--- config.mk ---
export PLATFORM = sky130hd
export DESIGN_NAME = pkf_div
export DESIGN_NICKNAME = d
export VERILOG_FILES = /design/src/rtl/core/pkf_pkg.sv /design/src/rtl/core/pkf_div.sv
export SDC_FILE = /design/constraint.sdc
export NUM_CORES = 1
export LEC_CHECK = 0
export BUFFER_PORTS_ARGS = -buffer_cell sky130_fd_sc_hd__buf_2
export CAP_MARGIN = 30
export CORE_MARGIN = 3
export CORE_UTILIZATION = 50
export CTS_CLUSTER_SIZE = 30
export DETAILED_ROUTE_END_ITERATION = 8
export PLACE_DENSITY = 0.69
export SETUP_SLACK_MARGIN = 0.5
export SLEW_MARGIN = 20
export SYNTH_ARGS = -nofsm -noshare
export SYNTH_HDL_FRONTEND = slang
export SYNTH_SLANG_ARGS = --single-unit
--- constraint.sdc ---
create_clock -name clk -period 6.1 [get_ports clk]
set_clock_uncertainty 0.2 [all_clocks]
set_input_delay 1.525 -clock clk [delete_from_list [all_inputs] [get_ports clk]]
set_output_delay 1.525 -clock clk [all_outputs]
set_load 0.02 [all_outputs]
--- src/rtl/core/pkf_pkg.sv ---
// ----------------------------------------------------------------------------
// pkf_pkg
// shared constants, types and fixed-point helpers of the pose kalman filter
// ----------------------------------------------------------------------------
package pkf_pkg;

	localparam int CORDIC_STEPS = 16;
	localparam int Q_TWO_PI     = 411775;
	localparam int Q_PI         = 205887;
	localparam int Q_HALF_PI    = 102944;
	localparam int CORDIC_GAIN  = 652032874;

	// exact quotient by 2pi via a rounded-up reciprocal, valid for 32-bit magnitudes
	localparam int    RED_SHIFT = 50;
	localparam longint RED_RECIP = ((longint'(1) <<< RED_SHIFT) + Q_TWO_PI - 1) / Q_TWO_PI;

	localparam int IN_TDATA_W  = 120;
	localparam int OUT_TDATA_W = 96;
	localparam int CFG_DATA_W  = 24;

	typedef enum logic [1:0] {
		CMD_PREDICT = 2'd0,
		CMD_MEASURE = 2'd1,
		CMD_LOAD    = 2'd2
	} cmd_t;

	typedef enum logic [1:0] {
		REG_PROCESS_NOISE    = 2'd0,
		REG_MEASURE_NOISE    = 2'd1,
		REG_INITIAL_VARIANCE = 2'd2
	} reg_idx_t;

	localparam logic signed [33:0] ATAN_Q30 [11] = '{
		34'sd843314857, 34'sd497837829, 34'sd263043837, 34'sd133525159,
		34'sd67021687,  34'sd33543516,  34'sd16775851,  34'sd8388437,
		34'sd4194283,   34'sd2097149,   34'sd1048576
	};

	function automatic logic signed [33:0] cordic_angle(input int i);
		logic signed [33:0] r;
		if (i < 11) r = ATAN_Q30[i];
		else if (i <= 30) r = 34'(longint'(1) <<< (30 - i));
		else r = '0;
		return r;
	endfunction

	function automatic logic signed [31:0] sat32(input logic signed [65:0] v);
		logic signed [31:0] r;
		if (v > 66'sd2147483647) r = 32'sh7FFF_FFFF;
		else if (v < -66'sd2147483648) r = 32'sh8000_0000;
		else r = 32'(v);
		return r;
	endfunction

	// round a q32 product to q16: add half, floor shift
	function automatic logic signed [65:0] rnd16(input logic signed [65:0] p);
		return (p + 66'sd32768) >>> 16;
	endfunction

	function automatic logic [3:0] mat_ix(input logic [1:0] r, input logic [1:0] c);
		return 4'(4'(r) * 4'd3 + 4'(c));
	endfunction

	function automatic logic [1:0] nx1(input logic [1:0] i);
		return (i == 2'd2) ? 2'd0 : 2'(i + 2'd1);
	endfunction

	function automatic logic [1:0] nx2(input logic [1:0] i);
		return (i == 2'd0) ? 2'd2 : 2'(i - 2'd1);
	endfunction

endpackage

--- src/rtl/core/pkf_div.sv ---
// ----------------------------------------------------------------------------
// pkf_div
// restoring signed divider, q16 numerator over 32-bit divisor, one bit a cycle
// ----------------------------------------------------------------------------
module pkf_div (
	input  logic               clk,
	input  logic               arst_n,
	input  logic               start,
	input  logic signed [47:0] num,
	input  logic signed [31:0] den,
	output logic signed [31:0] quo,
	output logic               done
);
	import pkf_pkg::*;

	localparam int NB = 48;

	logic [NB-1:0]      dvd_q;
	logic [31:0]        rem_q, dvs_q;
	logic [5:0]         cnt_q;
	logic               busy_q, neg_q, done_q;
	logic signed [31:0] quo_q;

	logic [32:0]        rem_sh;
	logic               ge;
	logic [NB-1:0]      qmag;
	logic signed [NB:0] qs;

	always_comb begin
		rem_sh = {rem_q, dvd_q[NB-1]};
		ge     = rem_sh >= {1'b0, dvs_q};
		qmag   = {dvd_q[NB-2:0], ge};
		qs     = signed'({1'b0, qmag});
	end

	always_ff @(posedge clk or negedge arst_n) begin
		if (!arst_n) begin
			busy_q <= 1'b0;
			done_q <= 1'b0;
			cnt_q  <= '0;
		end else begin
			done_q <= 1'b0;
			if (start) begin
				dvd_q  <= num[47] ? NB'(~num + 48'd1) : NB'(num);
				dvs_q  <= den[31] ? 32'(~den + 32'd1) : 32'(den);
				neg_q  <= num[47] ^ den[31];
				rem_q  <= '0;
				cnt_q  <= 6'(NB);
				busy_q <= 1'b1;
			end else if (busy_q) begin
				rem_q <= ge ? 32'(rem_sh - {1'b0, dvs_q}) : rem_sh[31:0];
				dvd_q <= qmag;
				cnt_q <= 6'(cnt_q - 6'd1);
				if (cnt_q == 6'd1) begin
					busy_q <= 1'b0;
					done_q <= 1'b1;
					quo_q  <= sat32(66'(neg_q ? -qs : qs));
				end
			end
		end
	end

	assign quo  = quo_q;
	assign done = done_q;

endmodule

# Yosys cells after proc, flatten, opt, wreduce, memory -nomap -nowiden
# Cells that the tools add are included.
# W data, S select, Z words.
[totals] reg_bits=153 inputBits=83 out_inout_bits=33 elab_cells=42
[classes] n_addsub=5 n_lt_le_gt_ge=3 eq_ne=1 muxes=16 bitwise_logic=4 reduce_logical=4
[op_table] op="$mux W48" count=3
[op_table] op="$mux W32" count=3
[op_table] op="$gt A66 B32 Y1 const B" count=1
[op_table] op="$lt A66 B32 Y1 const B" count=1
[op_table] op="$mux W66" count=1
[op_table] op="$neg A48 Y66" count=1
[op_table] op="$add A48 B1 Y48 const B" count=1
[op_table] op="$not A48 Y48" count=1
[op_table] op="$ge A33 B32 Y1" count=1
[op_table] op="$add A32 B1 Y32 const B" count=1
[op_table] op="$not A32 Y32" count=1
[op_table] op="$sub A32 B32 Y32" count=1
[op_table] op="$mux W31" count=1
[op_table] op="$mux W6" count=2
[op_table] op="$eq A6 B1 Y1 const B" count=1
[op_table] op="$mux W1" count=6
[op_table] op="$sub A6 B1 Y6 const B" count=1
[op_table] op="$reduce_and A2 Y1" count=2
[op_table] op="$reduce_and A4 Y1" count=1
[op_table] op="$reduce_bool A2 Y1" count=1
[op_table] op="$not A1 Y1" count=1
[op_table] op="$xor A1 B1 Y1" count=1

# Logic depth before layout (Yosys ltp)
[depth] word_depth=5 depth_mapped=24 depth_no_buf=18

# Worst setup path after synthesis
# OpenSTA, ideal clock, no wires.
[synth_timing] path_kind="reg2reg" from="register rem_q[3]" to="register quo_q[27] (netlist: quo[27]), data pin" arrival_time_ns=5.213 slack_ns=0.542 stages_incl_launch_ff=24 cell_sequence="edfxtp_1 -> ha_1 -> clkbuf_1 -> a21o_1 -> a31oi_1 -> a21oi_1 -> o31a_1 -> clkbuf_1 -> a21oi_1 -> clkbuf_1 -> ha_1 -> nand2b_1 -> or4_1 -> buf_2 -> or4_1 -> o211a_1 -> nor4_2 -> o221ai_1 -> nor4_2 -> nand4_1 -> and2_4 -> buf_6 -> buf_6 -> o21ai_1"
[synth_via] elab_chain_cells=5
[synth_lines] element="start, declared" line_no="pkf_div.sv:19" rtl="logic [31:0] rem_q, dvs_q;"
[synth_lines] element="start signal, assigned" line_no="pkf_div.sv:51" rtl="rem_q <= ge ? 32'(rem_sh - {1'b0, dvs_q}) : rem_sh[31:0];"
[synth_lines] element="$ge A33 B32 Y1 *" line_no="pkf_div.sv:31" rtl="ge = rem_sh >= {1'b0, dvs_q};"
[synth_lines] element="$neg A48 Y66" line_no="pkf_div.sv:57" rtl="quo_q <= sat32(66'(neg_q ? -qs : qs));"
[synth_lines] element="$mux W66 *" line_no="pkf_div.sv:57"
[synth_lines] element="$lt A66 B32 Y1" line_no="pkf_pkg.sv:50" rtl="else if (v < -66'sd2147483648) r = 32'sh8000_0000;"
[synth_lines] element="$mux W32" line_no="pkf_pkg.sv:50"
[synth_lines] element="end signal, assigned" line_no="pkf_div.sv:57"
[synth_lines] element="end, declared" line_no="pkf_div.sv:22" rtl="logic signed [31:0] quo_q;"
# Every way passes the cells marked *; elsewhere a longest branch is shown, timed or not.
# A chain may end at the register's enable or synchronous reset.

# Worst setup path after layout
[layout_timing] from="register rem_q[25]" to="register quo_q[17] (netlist: quo[17]), data pin"
# The elaborated chain is that of the path after synthesis.

==> impl_results.md <==
* Final min period at 5.37 ns
* Placeable core region at 21400 um^2
* # H-tree levels at 4
* Final design utilization at 58.5%
* Final Hold Vio Count at 0
* Total clock buffers created by CTS at 17
* Synth area leader: sky130_fd_sc_hd__edfxtp_1
* Vias after detailed routing at 9302
* Most used flip-flop cell after synthesis: sky130_fd_sc_hd__edfxtp_1
* Initial standard-cell utilization of the core at 51.8%
* Worst hold slack after final layout at 0.330 ns
* Weighted congestion at the end of routability-driven global placement at about 0.93
* Post-synthesis area per instance at just over 9 um^2
* Final Instance Area at 12500 um^2
* Unrepaired setup endpoints after global routing: yes
* Detailed-route DRC error count at 0
* Tightest Pin Transition at 0.881 ns
* GRT Residual Overflow at 0
* Area Growth Syn to Fin at 13.0%
* Share of the synthesized area in the top cell type at 39.4%
* Syn_nets at 1312
* Global-route wire length before repair at 43400 um
* Fraction of synthesis flops using an asynchronous set or reset pin at roughly 5.2%
* Smallest setup slack after layout at 0.734 ns
* Height of the die at 155 um
* Number of global-route vias before repair at 8711
* Rows at 53
* Power density over cell area at 263 nW/um^2
* Synth Instances at 1191
* FF+latch count, synth at 153
* IR drop worst, VDD at 0.179 mV
* Clock latency of the later-clocked register in the worst-skew pair at 0.43 ns
* Post-Place Cell Area at 11800 um^2
* Final routed wire length divided by cell count at 16.8 um
* Nets at 1395
* Pin count of the biggest net entering global routing at 81
* Violation count after the first detailed-route iteration at 642
* Finish-stage setup viols at 0
* Count of pins on the block boundary at about 120
* Die Span X at ~150 um
* Sequential share of the synthesized area at 41.2%
* Total Negative Setup Slacks at 0 ns
* Hold_buf cts at 0
* Filler Cell Count at around 1900
* Maximum clock frequency at approximately 190 MHz
* Number of instances in the placed design at between 1500 and 2000
* Highest net fanout along the worst path at 6
* Count of placed standard cells in the final layout, fillers left out at roughly 1600
* Commonest cells after routing, fill and taps aside: sky130_fd_sc_hd__edfxtp_1, sky130_fd_sc_hd__nor2_1, sky130_fd_sc_hd__buf_2
* Worst setup timing slack at the placement stage at 0.713 ns
* Count of port buffers added during placement at ~120
* Area of the mapped netlist at 11100 um^2
* Bufs on Longest Clock Path at 2
* Die Footprint at 23900 um^2
* Required time of the critical path at approximately 6 ns
* Number of antenna violations at the first check in global routing at 0
* Clock-pin slew on the worst setup and hold paths at 0.08 ns
* Via count normalized by instance count at approximately 6.0
* Ratio of final minimum period to clock period at 88.0%
* Hold Path Class: flip-flop to flip-flop
* Post-DP HPWL at 19100 um
* Number of enable flip-flop cells after synthesis at 145
* Clock tree from TritonCTS: yes
* Kind of critical path: flip-flop to flip-flop
* Number of warning messages in the yosys log at 0
* Number of nets still failing antenna checks after routing at 0
* Sequential standard cell area at 4560 um^2
* Worst Setup Start Kind: flip-flop
* Slew margin rel. at 41.3%
* Kind of end point of the critical path: flip-flop
* Most common library cell in the layout ignoring fill and taps: sky130_fd_sc_hd__edfxtp_1
* Detailed Route WL at 26300 um
* Unique cell type count in the Yosys netlist at 78
* Reported max-cap violation count at 0
* Layout cells sized above 1 at 15.6%
* Number of slew-limit violations in the final report at 0
* Number of search-and-repair iterations in the first detailed-routing pass at 5
* Global routing usage summed across all routing layers at between 20% and 30%
* Synth area leaders: sky130_fd_sc_hd__edfxtp_1, sky130_fd_sc_hd__xor2_1, sky130_fd_sc_hd__xnor2_1, sky130_fd_sc_hd__a21oi_1, sky130_fd_sc_hd__ha_1
* Clock sink total at around 150
* Overall power at roughly 3.3 mW
* CP arrival at between 5 and 6 ns
* Static leakage power at 4.67 nW
* Clock root buffer: sky130_fd_sc_hd__clkbuf_16
* Outcome: finished, final reports clean
* Area of the multi-input gates at 6070 um^2
## what timing repair did
action                                  CTS  global route
buffers inserted                          0             1
resized for setup                         0             3
endpoints found under the setup margin    0            31
## metal layers
metal,routed length (um),global-route usage [%],vias to the layer above
li1,-,-,4612
met1,11700,29.2,4393
met2,12800,36.8,255
met3,1190,3.02,42
met4,583,7.49,0
met5,0,0,-
## cells by family (layout without fill, tap and decap cells)
family                     Yosys count  in the layout  share of synthesized area, %
xor gates and xnor gates           137            137                          10.8
muxes                               15             15                          1.41
buffers and inverters              122            218                          4.31
and+or+nand+nor                    373            373                          17.5
DFF                                153            153                          41.2
adders and majority gates           38             38                          4.37
other                                0              1                             0
AOI/OAI and AO/OA                  353            353                          20.3
## worst max-delay path, cell delays in order (launching register included)
cell	delay, ns
sky130_fd_sc_hd__edfxtp_1	0.41
sky130_fd_sc_hd__ha_1	0.40
sky130_fd_sc_hd__a21o_1	0.24
sky130_fd_sc_hd__a31o_2	0.25
sky130_fd_sc_hd__nor2b_1	0.14
sky130_fd_sc_hd__a2111o_1	0.42
sky130_fd_sc_hd__a21oi_4	0.17
sky130_fd_sc_hd__ha_1	0.20
sky130_fd_sc_hd__nand2b_1	0.09
sky130_fd_sc_hd__or4_1	0.57
sky130_fd_sc_hd__or4_1	0.52
sky130_fd_sc_hd__o211a_1	0.16
sky130_fd_sc_hd__nor4_2	0.28
sky130_fd_sc_hd__o221ai_1	0.18
sky130_fd_sc_hd__nor4_2	0.17
sky130_fd_sc_hd__nand4_1	0.22
sky130_fd_sc_hd__buf_4	0.21
sky130_fd_sc_hd__o21a_1	0.18
sky130_fd_sc_hd__o221ai_1	0.19
## power by group
group / internal [mW] / switching [mW]
sequential: 1.27 / 0.0874
combinational: 0.369 / 0.495
clock: 0.553 / 0.508
## Yosys cell counts (all sizes together) (29+ instances only)
library cell  count
o31ai            31
o21ai            94
inv              54
a211oi           29
nor3             29
clkbuf           58
a21oi            99
nand2            74
xor2             77
nor2            123
edfxtp          145
ha               37
xnor2            60
## path summary, 6_finish.rpt
path	start	to	slack, ns	cells after the start
min reg2reg	cnt_q[5]	cnt_q[5]	0.33	2
min	cnt_q[5]	cnt_q[5]	0.33	2
max	rem_q[25]	quo[17]	0.73	18
max in group asynchronous	arst_n	busy_q	4.21	2
min in group asynchronous	arst_n	cnt_q[0]	1.08	2
max reg2reg	rem_q[25]	quo[17]	0.73	18
## layout make-up
type	count	share of cell area, %
Multi-Input combinational cell	916	48.5
Sequential cell	153	36.5
Timing Repair Buffer	132	5.81
Clock buffer	17	3.40
Tap cell	275	2.75
Inverter	54	1.62
Clock inverter	15	1.40
Antenna cell	1	0.0200
## registers in the layout (all words and copies together) (netlist names)
| register | cells |
|---|---|
| busy_q | 1 |
| cnt_q | 6 |
| done | 1 |
| dvd_q | 48 |
| dvs_q | 32 |
| neg_q | 1 |
| quo | 32 |
| rem_q | 32 |
Power figures use the tool's default switching activity.
