==> config.mk <==
export PLATFORM = sky130hd
export DESIGN_NAME = pkf_cordic
export DESIGN_NICKNAME = d
export VERILOG_FILES = /design/src/rtl/core/pkf_pkg.sv /design/src/rtl/core/pkf_cordic.sv
export SDC_FILE = /design/constraint.sdc
export NUM_CORES = 1
export LEC_CHECK = 0
export ABC_AREA = 1
export BUFFER_PORTS_ARGS = -buffer_cell sky130_fd_sc_hd__buf_4
export CORE_ASPECT_RATIO = 0.75
export CORE_MARGIN = 5
export CORE_UTILIZATION = 45
export DETAILED_ROUTE_END_ITERATION = 8
export GPL_TIMING_DRIVEN = 0
export PLACE_DENSITY = 0.68
export SLEW_MARGIN = 20
export SYNTH_ARGS = -nofsm -noshare
export SYNTH_HDL_FRONTEND = slang
export SYNTH_SLANG_ARGS = --single-unit
==> constraint.sdc <==
create_clock -name clk -period 18.28 [get_ports clk]
set_input_delay 3.656 -clock clk [delete_from_list [all_inputs] [get_ports clk]]
set_output_delay 3.656 -clock clk [all_outputs]
set_load 0.02 [all_outputs]
==> src/rtl/core/pkf_pkg.sv <==
// ----------------------------------------------------------------------------
// pkf_pkg
// shared constants, types and fixed-point helpers of the pose kalman filter
// ----------------------------------------------------------------------------
package pkf_pkg;

	localparam int CORDIC_STEPS = 16;
	localparam int Q_TWO_PI     = 411775;
	localparam int Q_PI         = 205887;
	localparam int Q_HALF_PI    = 102944;
	localparam int CORDIC_GAIN  = 652032874;

	// exact quotient by 2pi via a rounded-up reciprocal, valid for 32-bit magnitudes
	localparam int    RED_SHIFT = 50;
	localparam longint RED_RECIP = ((longint'(1) <<< RED_SHIFT) + Q_TWO_PI - 1) / Q_TWO_PI;

	localparam int IN_TDATA_W  = 120;
	localparam int OUT_TDATA_W = 96;
	localparam int CFG_DATA_W  = 24;

	typedef enum logic [1:0] {
		CMD_PREDICT = 2'd0,
		CMD_MEASURE = 2'd1,
		CMD_LOAD    = 2'd2
	} cmd_t;

	typedef enum logic [1:0] {
		REG_PROCESS_NOISE    = 2'd0,
		REG_MEASURE_NOISE    = 2'd1,
		REG_INITIAL_VARIANCE = 2'd2
	} reg_idx_t;

	localparam logic signed [33:0] ATAN_Q30 [11] = '{
		34'sd843314857, 34'sd497837829, 34'sd263043837, 34'sd133525159,
		34'sd67021687,  34'sd33543516,  34'sd16775851,  34'sd8388437,
		34'sd4194283,   34'sd2097149,   34'sd1048576
	};

	function automatic logic signed [33:0] cordic_angle(input int i);
		logic signed [33:0] r;
		if (i < 11) r = ATAN_Q30[i];
		else if (i <= 30) r = 34'(longint'(1) <<< (30 - i));
		else r = '0;
		return r;
	endfunction

	function automatic logic signed [31:0] sat32(input logic signed [65:0] v);
		logic signed [31:0] r;
		if (v > 66'sd2147483647) r = 32'sh7FFF_FFFF;
		else if (v < -66'sd2147483648) r = 32'sh8000_0000;
		else r = 32'(v);
		return r;
	endfunction

	// round a q32 product to q16: add half, floor shift
	function automatic logic signed [65:0] rnd16(input logic signed [65:0] p);
		return (p + 66'sd32768) >>> 16;
	endfunction

	function automatic logic [3:0] mat_ix(input logic [1:0] r, input logic [1:0] c);
		return 4'(4'(r) * 4'd3 + 4'(c));
	endfunction

	function automatic logic [1:0] nx1(input logic [1:0] i);
		return (i == 2'd2) ? 2'd0 : 2'(i + 2'd1);
	endfunction

	function automatic logic [1:0] nx2(input logic [1:0] i);
		return (i == 2'd0) ? 2'd2 : 2'(i - 2'd1);
	endfunction

endpackage

==> src/rtl/core/pkf_cordic.sv <==
// ----------------------------------------------------------------------------
// pkf_cordic
// iterative rotation-mode cordic, q30 internally, one micro-rotation a cycle
// ----------------------------------------------------------------------------
module pkf_cordic (
	input  logic               clk,
	input  logic               arst_n,
	input  logic               start,
	input  logic signed [19:0] angle,
	output logic signed [31:0] cos_o,
	output logic signed [31:0] sin_o,
	output logic               done
);
	import pkf_pkg::*;

	localparam int CW = $clog2(CORDIC_STEPS);

	logic signed [33:0] x_q, y_q, z_q;
	logic [CW-1:0]      it_q;
	logic               busy_q, neg_q, done_q;
	logic signed [31:0] cos_q, sin_q;

	logic signed [20:0] a0, a1, a2, a3;
	logic               fold_neg;
	logic signed [33:0] xs, ys, ang, xn, yn, zn, xr, yr;

	// fold into [-pi/2, pi/2]
	always_comb begin
		a0 = 21'(angle);
		a1 = (a0 > 21'(Q_PI)) ? 21'(a0 - 21'(Q_TWO_PI)) : a0;
		a2 = (a1 < -21'(Q_PI)) ? 21'(a1 + 21'(Q_TWO_PI)) : a1;
		fold_neg = 1'b0;
		a3 = a2;
		if (a2 > 21'(Q_HALF_PI)) begin
			a3 = 21'(a2 - 21'(Q_PI));
			fold_neg = 1'b1;
		end else if (a2 < -21'(Q_HALF_PI)) begin
			a3 = 21'(a2 + 21'(Q_PI));
			fold_neg = 1'b1;
		end
	end

	always_comb begin
		xs  = x_q >>> it_q;
		ys  = y_q >>> it_q;
		ang = cordic_angle(int'(it_q));
		if (!z_q[33]) begin
			xn = x_q - ys;
			yn = y_q + xs;
			zn = z_q - ang;
		end else begin
			xn = x_q + ys;
			yn = y_q - xs;
			zn = z_q + ang;
		end
		xr = (xn + 34'sd8192) >>> 14;
		yr = (yn + 34'sd8192) >>> 14;
	end

	always_ff @(posedge clk or negedge arst_n) begin
		if (!arst_n) begin
			busy_q <= 1'b0;
			done_q <= 1'b0;
			it_q   <= '0;
		end else begin
			done_q <= 1'b0;
			if (start) begin
				x_q    <= 34'(CORDIC_GAIN);
				y_q    <= '0;
				z_q    <= 34'(a3) <<< 14;
				neg_q  <= fold_neg;
				it_q   <= '0;
				busy_q <= 1'b1;
			end else if (busy_q) begin
				x_q  <= xn;
				y_q  <= yn;
				z_q  <= zn;
				it_q <= CW'(it_q + 1'b1);
				if (it_q == CW'(CORDIC_STEPS - 1)) begin
					busy_q <= 1'b0;
					done_q <= 1'b1;
					cos_q  <= sat32(66'(neg_q ? -xr : xr));
					sin_q  <= sat32(66'(neg_q ? -yr : yr));
				end
			end
		end
	end

	assign cos_o = cos_q;
	assign sin_o = sin_q;
	assign done  = done_q;

endmodule

* Yosys cells after proc, flatten, opt, wreduce, memory -nomap -nowiden
Memories as Yosys holds them, arrays and structs flattened.
Cells that the tools add are included.
W data, S select, Z words.
** Operators by class
- $add $sub $neg :: 16
- Order comparisons :: 10
- Eq/ne operators :: 1
- Shift operators :: 3
- Mux-type cells :: 27
- Bitwise logic cells :: 2
- Reductions and logical operators :: 4
** Operators by type and width (count)
- $mux W34 :: 10
- $gt A66 B32 Y1 const B :: 2
- $lt A66 B32 Y1 const B :: 2
- $mux W66 :: 2
- $neg A20 Y66 :: 2
- $add A34 B34 Y34 :: 3
- $sub A34 B34 Y34 :: 3
- $add A34 B15 Y34 const B :: 2
- $sshr A34 B4 Y34 :: 2
- $mux W32 :: 2
- $mux W21 :: 2
- $mux W20 :: 2
- $sshl A2 B32 Y34 const A :: 1
- $ge A32 B5 Y1 const B :: 1
- $not A4 Y32 :: 1
- $add A21 B20 Y21 const B :: 1
- $gt A21 B18 Y1 const B :: 1
- $lt A21 B18 Y1 const B :: 1
- $lt A21 B19 Y1 const B :: 1
- $sub A20 B20 Y21 const B :: 1
- $add A20 B19 Y20 const B :: 1
- $gt A20 B19 Y1 const B :: 1
- $sub A20 B19 Y20 const B :: 1
- $mux W4 :: 2
- 9 further kinds :: 16
** Word-level totals
- Flip-flop bits (word level) :: 173
- Memory bits (read-only) :: 544
- Input bits :: 23
- Output and inout port bits :: 65
- Logic and storage cells :: 74
- Memories :: 1
** Memories
- (name not given) :: words 16, bits a word 34, read ports 1, clocked after memory_dff 0, wr ports 0, RTL line pkf_pkg.sv:41 : if (i < 11) r = ATAN_Q30[i];

* Logic depth before layout (Yosys ltp)
Gate-level depths: netlist (run 1).
- Depth after elaboration :: 9
- Mapped depth :: 55
- Gate-level depth less buffers :: 51

* Worst setup path before layout (run 1)
Ideal clock, no wire load.
- Path type :: input to register
- From :: input start
- To :: register cos_q[0], in the netlist cos_o[0] (enable)
- Library setup time :: 0.564 ns
- Arrival time :: 8.920 ns
- Data required time :: 17.716 ns
- Slack :: 8.796 ns
- Stages on the path :: 6
- Path buffers :: 3
- Cells stage by stage :: buf_6 -> nor2_1 -> inv_1 -> clkbuf_1 -> buf_1 -> nor3_1
** Between the ends
- Cells in the longest elaborated chain, start to end :: 2
** Ends and longest elaborated chain
- start: declaration :: RTL line pkf_cordic.sv:8 : input logic start,
- $not A1 Y1 (no line)
- $reduce_and A4 Y1 (no line)
- end signal: assignment :: RTL line pkf_cordic.sv:82 : cos_q <= sat32(66'(neg_q ? -xr : xr));
- end: declaration :: RTL line pkf_cordic.sv:21 : logic signed [31:0] cos_q, sin_q;
No other way between the ends.
A chain may end at the register's enable or synchronous reset.

* Worst setup path after layout (run 1)
- From :: register it_q[2]
- To :: register sin_q[11], in the netlist sin_o[11] (data pin)
** Between the ends
- Cells in the longest elaborated chain, start to end :: 8
- Elaborated cells between the ends (all ways) :: 10
- Those cells by class :: add/sub (4); order compare (2); shift (1); mux (3)
** Ends and longest elaborated chain
- start: declaration :: RTL line pkf_cordic.sv:19 : logic [CW-1:0] it_q;
- start signal: assignment :: RTL line pkf_cordic.sv:78 : it_q <= CW'(it_q + 1'b1);
- $sshr A34 B4 Y34 * :: RTL line pkf_cordic.sv:44 : xs = x_q >>> it_q;
- $add A34 B34 Y34 / $sub A34 B34 Y34 (equally long branches) :: RTL line pkf_cordic.sv:49, pkf_cordic.sv:53
- $mux W34 * :: RTL line pkf_cordic.sv:47 : if (!z_q[33]) begin
- $add A34 B15 Y34 * :: RTL line pkf_cordic.sv:57 : yr = (yn + 34'sd8192) >>> 14;
- $neg A20 Y66 :: RTL line pkf_cordic.sv:83 : sin_q <= sat32(66'(neg_q ? -yr : yr));
- $mux W66 * :: RTL line pkf_cordic.sv:83
- $lt A66 B32 Y1 :: RTL line pkf_pkg.sv:50 : else if (v < -66'sd2147483648) r = 32'sh8000_0000;
- $mux W32 :: RTL line pkf_pkg.sv:50
- end signal: assignment :: RTL line pkf_cordic.sv:83
- end: declaration :: RTL line pkf_cordic.sv:21
Mark *: on every way between the ends. The rest lies on a longest branch, timed or not.

==> results.sh, run 1 <==
export IMPL_ys_warnings_count=0
export IMPL_grt_remaining_overflow=0
export IMPL_syn_area_um2=26000
export IMPL_startpoint_type="flip-flop"
export IMPL_num_antenna_cells=0
export IMPL_relSlewSlack_pct=25.7
export IMPL_htreeDepth=4
export IMPL_dpl_hpwl_mm=79.4
export IMPL_drt_initial_drc_count=3546
export IMPL_area_growth_pct=8.88
export IMPL_multi_input_area_um2=18000
export IMPL_min_period_over_period_pct=57.3
export IMPL_cts_hold_fix_buffers=0
export IMPL_final_cells=5183
export IMPL_worstSkewPairLatency_ps=510
export IMPL_synth_main_ff_cell="edfxtp_1"
export IMPL_period_minus_slack_ps=10470
export IMPL_ys_seq_elements=173
export IMPL_vias=28971
export IMPL_cts_buffers=17
export IMPL_fillCellCount=6076
export IMPL_core_area_um2=57300
export IMPL_nNetsFinal=4565
export IMPL_synth_edf_count=167
export IMPL_grt_max_degree=91
export IMPL_hold_path_class="flip-flop to flip-flop"
export IMPL_wl_per_cell_um=18.8
export IMPL_max_freq_mhz=95.5
export IMPL_setup_violations=0
export IMPL_synth_fp_nets=4453
export IMPL_ant_nets=0
export IMPL_clkSinkCount=173
export IMPL_worstPathRequired_ps=18530
export IMPL_slowest_stage="clkbuf_1"
export IMPL_synth_top_cells_by_count="nand2_1 (1,341), inv_1 (507), nor2_1 (412), nand3_1 (277), o21ai_0 (253)"
export IMPL_grt_usage_pct=30.2
export IMPL_antenna_found_initial=2
export IMPL_yosys_area_top_type="nand2_1"
export IMPL_synth_top_cells_by_area="nand2_1 (19%), edfxtp_1 (19%), inv_1 (7.3%), ha_1 (7.2%), nor2_1 (5.9%)"
export IMPL_ios=88
export IMPL_tritoncts="done"
export IMPL_cts_root_buf="clkbuf_16"
export IMPL_slowest_delay_ps=740
export IMPL_final_setup_tns_ps=0
export IMPL_status="complete, no violations"
export IMPL_cp_data_arrival_time_ps=10720
export IMPL_clk_pin_slew_worst_paths_ps=90
export IMPL_synth_top_area_share_pct=19.3
export IMPL_wirelength_mm=97.6
export IMPL_crit_fanout=23
export IMPL_die_h_um=218
export IMPL_async_flop_share_pct=3.47
export IMPL_crit_path_end_kind="flip-flop"
export IMPL_finalHoldViolations=0
export IMPL_synth_cell_types=73
export IMPL_drive_gt1_share_pct=9.06
export IMPL_rsz0062_at_grt="no"
export IMPL_yosysSeqAreaShare_pct=19.8
export IMPL_viasPerCell=5.59
export IMPL_clock_skew_ps=26.5
export IMPL_rows=76
export IMPL_synthCells=4278
export IMPL_postCtsSetupBuffers=0
export IMPL_drtPass1Iterations=8
export IMPL_die_width_um=288
export IMPL_die_area_um2=62800
export IMPL_dp_cells=5151
export IMPL_cts_resized=0
export IMPL_portBuffers=85
export IMPL_drc=0
export IMPL_slew_violations=0
export IMPL_seqCellArea_um2=5160
export IMPL_synth_most_common_cell="nand2_1"
export IMPL_drv_cap=0
export IMPL_place_congestion=1.02
export IMPL_clk_path_buf_depth=2
export IMPL_tightest_slew_ps=1110
export IMPL_grt_pass1_wl_mm=148
export IMPL_critPathKind="flip-flop to flip-flop"
export IMPL_initial_utilization_pct=45.4
export IMPL_syn_area_per_cell_um2=6.08
export IMPL_grt_pass1_vias=25767
-- cell type report --
cell class              instances  share of cell area (%)
flip-flops and latches        173                    18.2
clock inverters                15                   0.680
well taps                     780                    3.44
clock buffers                  17                    1.50
inverters                     545                    7.24
repair buffers                 93                    2.49
plain buffers                 136                    2.74
multi-input cells            3424                    63.7
-- routing by layer --
layer  vias up  routed length [um]  global-route usage [%]
met3        83               10900                    7.48
met4         0                1480                    5.54
met5         -                   0                       0
met1     13302               48500                    48.4
li1      14266                   -                       -
met2      1320               36700                    40.5
-- worst max-delay path: cells and delay by family, from the launching register on --
kind	cells	cell delay, ps
flip-flops	1	440
adder cells (fa/ha/maj)	3	800
AO/OA/AOI/OAI	6	1730
AND/OR/NAND/NOR	23	3990
buffers and inverters	9	2620
XOR/XNOR	2	630
-- registers in the layout (all words and copies together) (netlist names) --
| register | cells |
|---|---|
| it_q | 4 |
| neg_q | 1 |
| x_q | 34 |
| done | 1 |
| y_q | 34 |
| busy_q | 1 |
| z_q | 34 |
| cos_o | 32 |
| sin_o | 32 |
-- stage by stage --
step           hold WS, ps  util [%]  instance area [um2]  worst slack (ps)
5_1_grt                598      49.4                28300              7340
2_1_floorplan          531         -                26000              8800
4_1_cts                584      49.4                28300              8390
3_3_place_gp           559      48.2                27600              5500
3_5_place_dp           565      48.3                27700              8450
6_report               581      49.4                28300              7810
-- cells in the final DEF (no fill, tap or decap), types with 50 or more instances in the layout --
| cell | netlist | layout |
|---|---|---|
| ha_1 | 149 | 149 |
| o21ai_1 | 77 | 77 |
| nand2_2 | 59 | 59 |
| nand3_1 | 277 | 277 |
| o21ai_0 | 253 | 253 |
| nand4_1 | 86 | 86 |
| xnor2_1 | 50 | 50 |
| a21oi_1 | 191 | 191 |
| nand2_1 | 1341 | 1341 |
| edfxtp_1 | 167 | 167 |
| xor2_1 | 148 | 148 |
| inv_1 | 507 | 507 |
| nor2_1 | 412 | 410 |
| buf_4 | 16 | 107 |
| o22ai_1 | 56 | 56 |
-- kinds of logic (layout without fill, tap and decap cells) --
logic type,count (synthesis),count (layout),synth area share (%)
AO/OA/AOI/OAI,711,711,15.4
XOR/XNOR,206,206,7.21
adder cells (fa/ha/maj),152,152,7.39
buffers and inverters,681,806,10.9
flip-flops,173,173,19.8
multiplexers,17,17,0.654
AND/OR/NAND/NOR,2338,2338,38.6
-- path summary, 6_finish.rpt --
path	from	to	slack, ps	cells after the start
max in group asynchronous	arst_n	busy_q	14380	1
max	it_q[2]	sin_o[11]	7810	43
min	z_q[13]	z_q[13]	580	2
min in group asynchronous	arst_n	it_q[1]	3300	1
min reg2reg	z_q[13]	z_q[13]	580	2
max reg2reg	it_q[2]	sin_o[11]	7810	43
Power of run 1 is left out: the tool's default activity adds up to more than one toggle a clock period on the data nets, which glitch-free logic cannot reach.
==> run 2, diff against run 1 <==
--- a/config.mk
+++ b/config.mk
@@ -5,14 +5,14 @@
 export SDC_FILE = /design/constraint.sdc
 export NUM_CORES = 1
 export LEC_CHECK = 0
-export ABC_AREA = 1
+export ABC_AREA = 0
 export BUFFER_PORTS_ARGS = -buffer_cell sky130_fd_sc_hd__buf_4
 export CORE_ASPECT_RATIO = 0.75
 export CORE_MARGIN = 5
 export CORE_UTILIZATION = 45
 export DETAILED_ROUTE_END_ITERATION = 8
 export GPL_TIMING_DRIVEN = 0
-export PLACE_DENSITY = 0.68
+export PLACE_DENSITY = 0.7
 export SLEW_MARGIN = 20
 export SYNTH_ARGS = -nofsm -noshare
 export SYNTH_HDL_FRONTEND = slang
==> constraint.sdc (replaced) <==
create_clock -name clk -period 8.99 [get_ports clk]
set_input_delay 1.798 -clock clk [delete_from_list [all_inputs] [get_ports clk]]
set_output_delay 1.798 -clock clk [all_outputs]
set_load 0.02 [all_outputs]
==> run 2 against run 1 <==
Compared with the run above: final area grew 2.8%; die area fell by 4.6%; global-route usage down 2.4 points; cell count fell by 25%; clock skew is 7.3 ps lower; critical path depth is 11 lower; synthesized area down 4.8%; flip-flop and latch count did not move; hold slack gained 41 ps; critical path type unchanged; first-iteration DRC count shrank 14%.
==> results.sh, run 2 <==
export IMPL_syn_area_um2=24800
export IMPL_tightest_slew_ps=1220
export IMPL_post_route_cell_area_um2=29100
export IMPL_slew_violations=0
export IMPL_synth_main_ff_cell="edfxtp_1"
export IMPL_portBuffers=75
export IMPL_htreeDepth=4
export IMPL_status="complete, no violations"
export IMPL_drv_cap=0
export IMPL_synth_cell_types=117
export IMPL_final_common_cell="nor2_1"
export IMPL_whs_ps=622
export IMPL_viasPerCell=6.36
export IMPL_slowest_delay_ps=580
export IMPL_drtPass1Iterations=6
export IMPL_clock_skew_ps=19.2
export IMPL_cts_root_buf="clkbuf_16"
export IMPL_grt_usage_pct=27.8
export IMPL_synth_edf_count=167
export IMPL_slowest_stage="mux4_2"
export IMPL_relSlewSlack_pct=18.8
export IMPL_wirelength_mm=88.0
export IMPL_area_growth_pct=17.6
export IMPL_synth_top_cells_by_area="edfxtp_1 (20%), ha_1 (7.5%), xnor2_1 (6.3%), mux4_2 (5.0%), mux2i_1 (4.8%)"
export IMPL_clkSinkCount=173
export IMPL_finalHoldViolations=0
export IMPL_min_period_over_period_pct=99.1
export IMPL_synth_top_cells_by_count="nor2_1 (277), nand2_1 (237), a21oi_1 (232), xnor2_1 (178), o21ai_0 (169)"
export IMPL_crit_top_cell="buf_4"
export IMPL_tritoncts="done"
export IMPL_vias=24871
export IMPL_final_util_pct=53.5
export IMPL_place_ws_ps=-3250
export IMPL_drive_gt1_share_pct=20.3
export IMPL_cts_buffers=17
export IMPL_period_minus_slack_ps=8910
export IMPL_dpl_hpwl_mm=66.4
export IMPL_clk_path_buf_depth=2
export IMPL_grt_max_degree=92
export IMPL_worstPathRequired_ps=9180
export IMPL_yosys_area_top_type="edfxtp_1"
export IMPL_final_cell_mix="nor2_1 (272), nand2_1 (232), a21oi_1 (219)"
export IMPL_rows=74
export IMPL_ys_warnings_count=0
export IMPL_synth_top_area_share_pct=20.2
export IMPL_die_area_um2=59900
export IMPL_nNetsFinal=3349
export IMPL_wl_per_cell_um=22.5
export IMPL_grt_pass1_vias=22203
export IMPL_setup_violations=0
export IMPL_startpoint_type="flip-flop"
export IMPL_grt_remaining_overflow=0
export IMPL_async_flop_share_pct=3.47
export IMPL_worst_slack_ps=78.4
export IMPL_synthCells=2979
export IMPL_cp_data_arrival_time_ps=9110
export IMPL_worstSkewPairLatency_ps=490
export IMPL_hold_path_class="flip-flop to flip-flop"
export IMPL_max_freq_mhz=112
export IMPL_crit_fanout=10
export IMPL_die_h_um=213
export IMPL_antenna_found_initial=0
export IMPL_ant_nets=0
export IMPL_rsz0062_at_grt="yes"
export IMPL_ios=88
export IMPL_ys_seq_elements=173
export IMPL_synth_fp_nets=3154
export IMPL_grt_pass1_wl_mm=132
export IMPL_crit_path_end_kind="flip-flop"
export IMPL_top_regs="x_q (34), y_q (34), z_q (34)"
export IMPL_drt_initial_drc_count=3063
export IMPL_syn_area_per_cell_um2=8.32
export IMPL_yosysSeqAreaShare_pct=20.9
export IMPL_core_area_um2=54400
export IMPL_synth_most_common_cell="nor2_1"
export IMPL_die_width_um=281
export IMPL_placed_cell_area_um2=26300
export IMPL_place_congestion=1.05
export IMPL_critPathKind="flip-flop to flip-flop"
export IMPL_initial_utilization_pct=45.5
export IMPL_drc=0
export IMPL_num_antenna_cells=0
export IMPL_clk_pin_slew_worst_paths_ps=80
[run 2: worst paths after layout]
check | slack, ps | endpoint | cells after the start | from
worst max register to register | 80 | cos_o[17] | 32 | it_q[0]
worst min register to register | 620 | z_q[8] | 2 | z_q[8]
worst max-delay path | 80 | cos_o[17] | 32 | it_q[0]
max in group asynchronous | 6780 | it_q[0] | 1 | arst_n
worst min-delay path | 620 | z_q[8] | 2 | z_q[8]
min in group asynchronous | 1410 | it_q[3] | 1 | arst_n
[run 2: cells by family (layout without fill, tap and decap cells)]
group / after synthesis / after routing / synth area share [%]
simple gates: 981 / 981 / 19.7
compound gates: 906 / 906 / 24.4
xor+xnor: 297 / 297 / 10.7
buf+inv: 259 / 467 / 4.57
mux: 210 / 210 / 11.9
flops: 173 / 173 / 20.9
fa+ha+maj: 153 / 153 / 7.81
[run 2: worst max-delay path: cells and delay by family (launching register included)]
family	cells	cell delay, ps
xor+xnor	1	350
flops	1	410
mux	2	930
buf+inv	7	1110
fa+ha+maj	2	590
compound gates	7	1210
simple gates	13	4010
[run 2: metal layers]
layer / track usage (%) / vias up / wire (um)
li1: - / 11579 / -
met4: 5.55 / 2 / 1740
met3: 9.94 / 134 / 11400
met2: 37.4 / 1309 / 34700
met1: 42.5 / 11847 / 40000
met5: 1.28 / - / 108
[run 2: metrics by stage]
step / setup TNS [ps] / instances
after floorplan: 0 / 2979
after CTS: -3.00 / 3833
after global routing: -5580 / 3909
final: 0 / 3909
after global placement: -175750 / 3776
after detailed placement: -173150 / 3778
[run 2: timing repair]
action / in CTS / in global routing
hold buffers: 0 / 0
pin swaps: 30 / 56
gates cloned: 2 / 5
setup endpoints to repair: 68 / 65
resized for setup: 184 / 176
buffers inserted: 31 / 76
[run 2: area by class of cell]
type / count / area, um2
Multi-Input combinational cell: 2547 / 19500
Buffer: 162 / 1050
Sequential cell: 173 / 5170
Tap cell: 722 / 903
Inverter: 82 / 310
Clock inverter: 15 / 159
Clock buffer: 17 / 425
Timing Repair Buffer: 191 / 1610
Fill cell: 5130 / 25300
Power of run 2 is left out for the same reason.
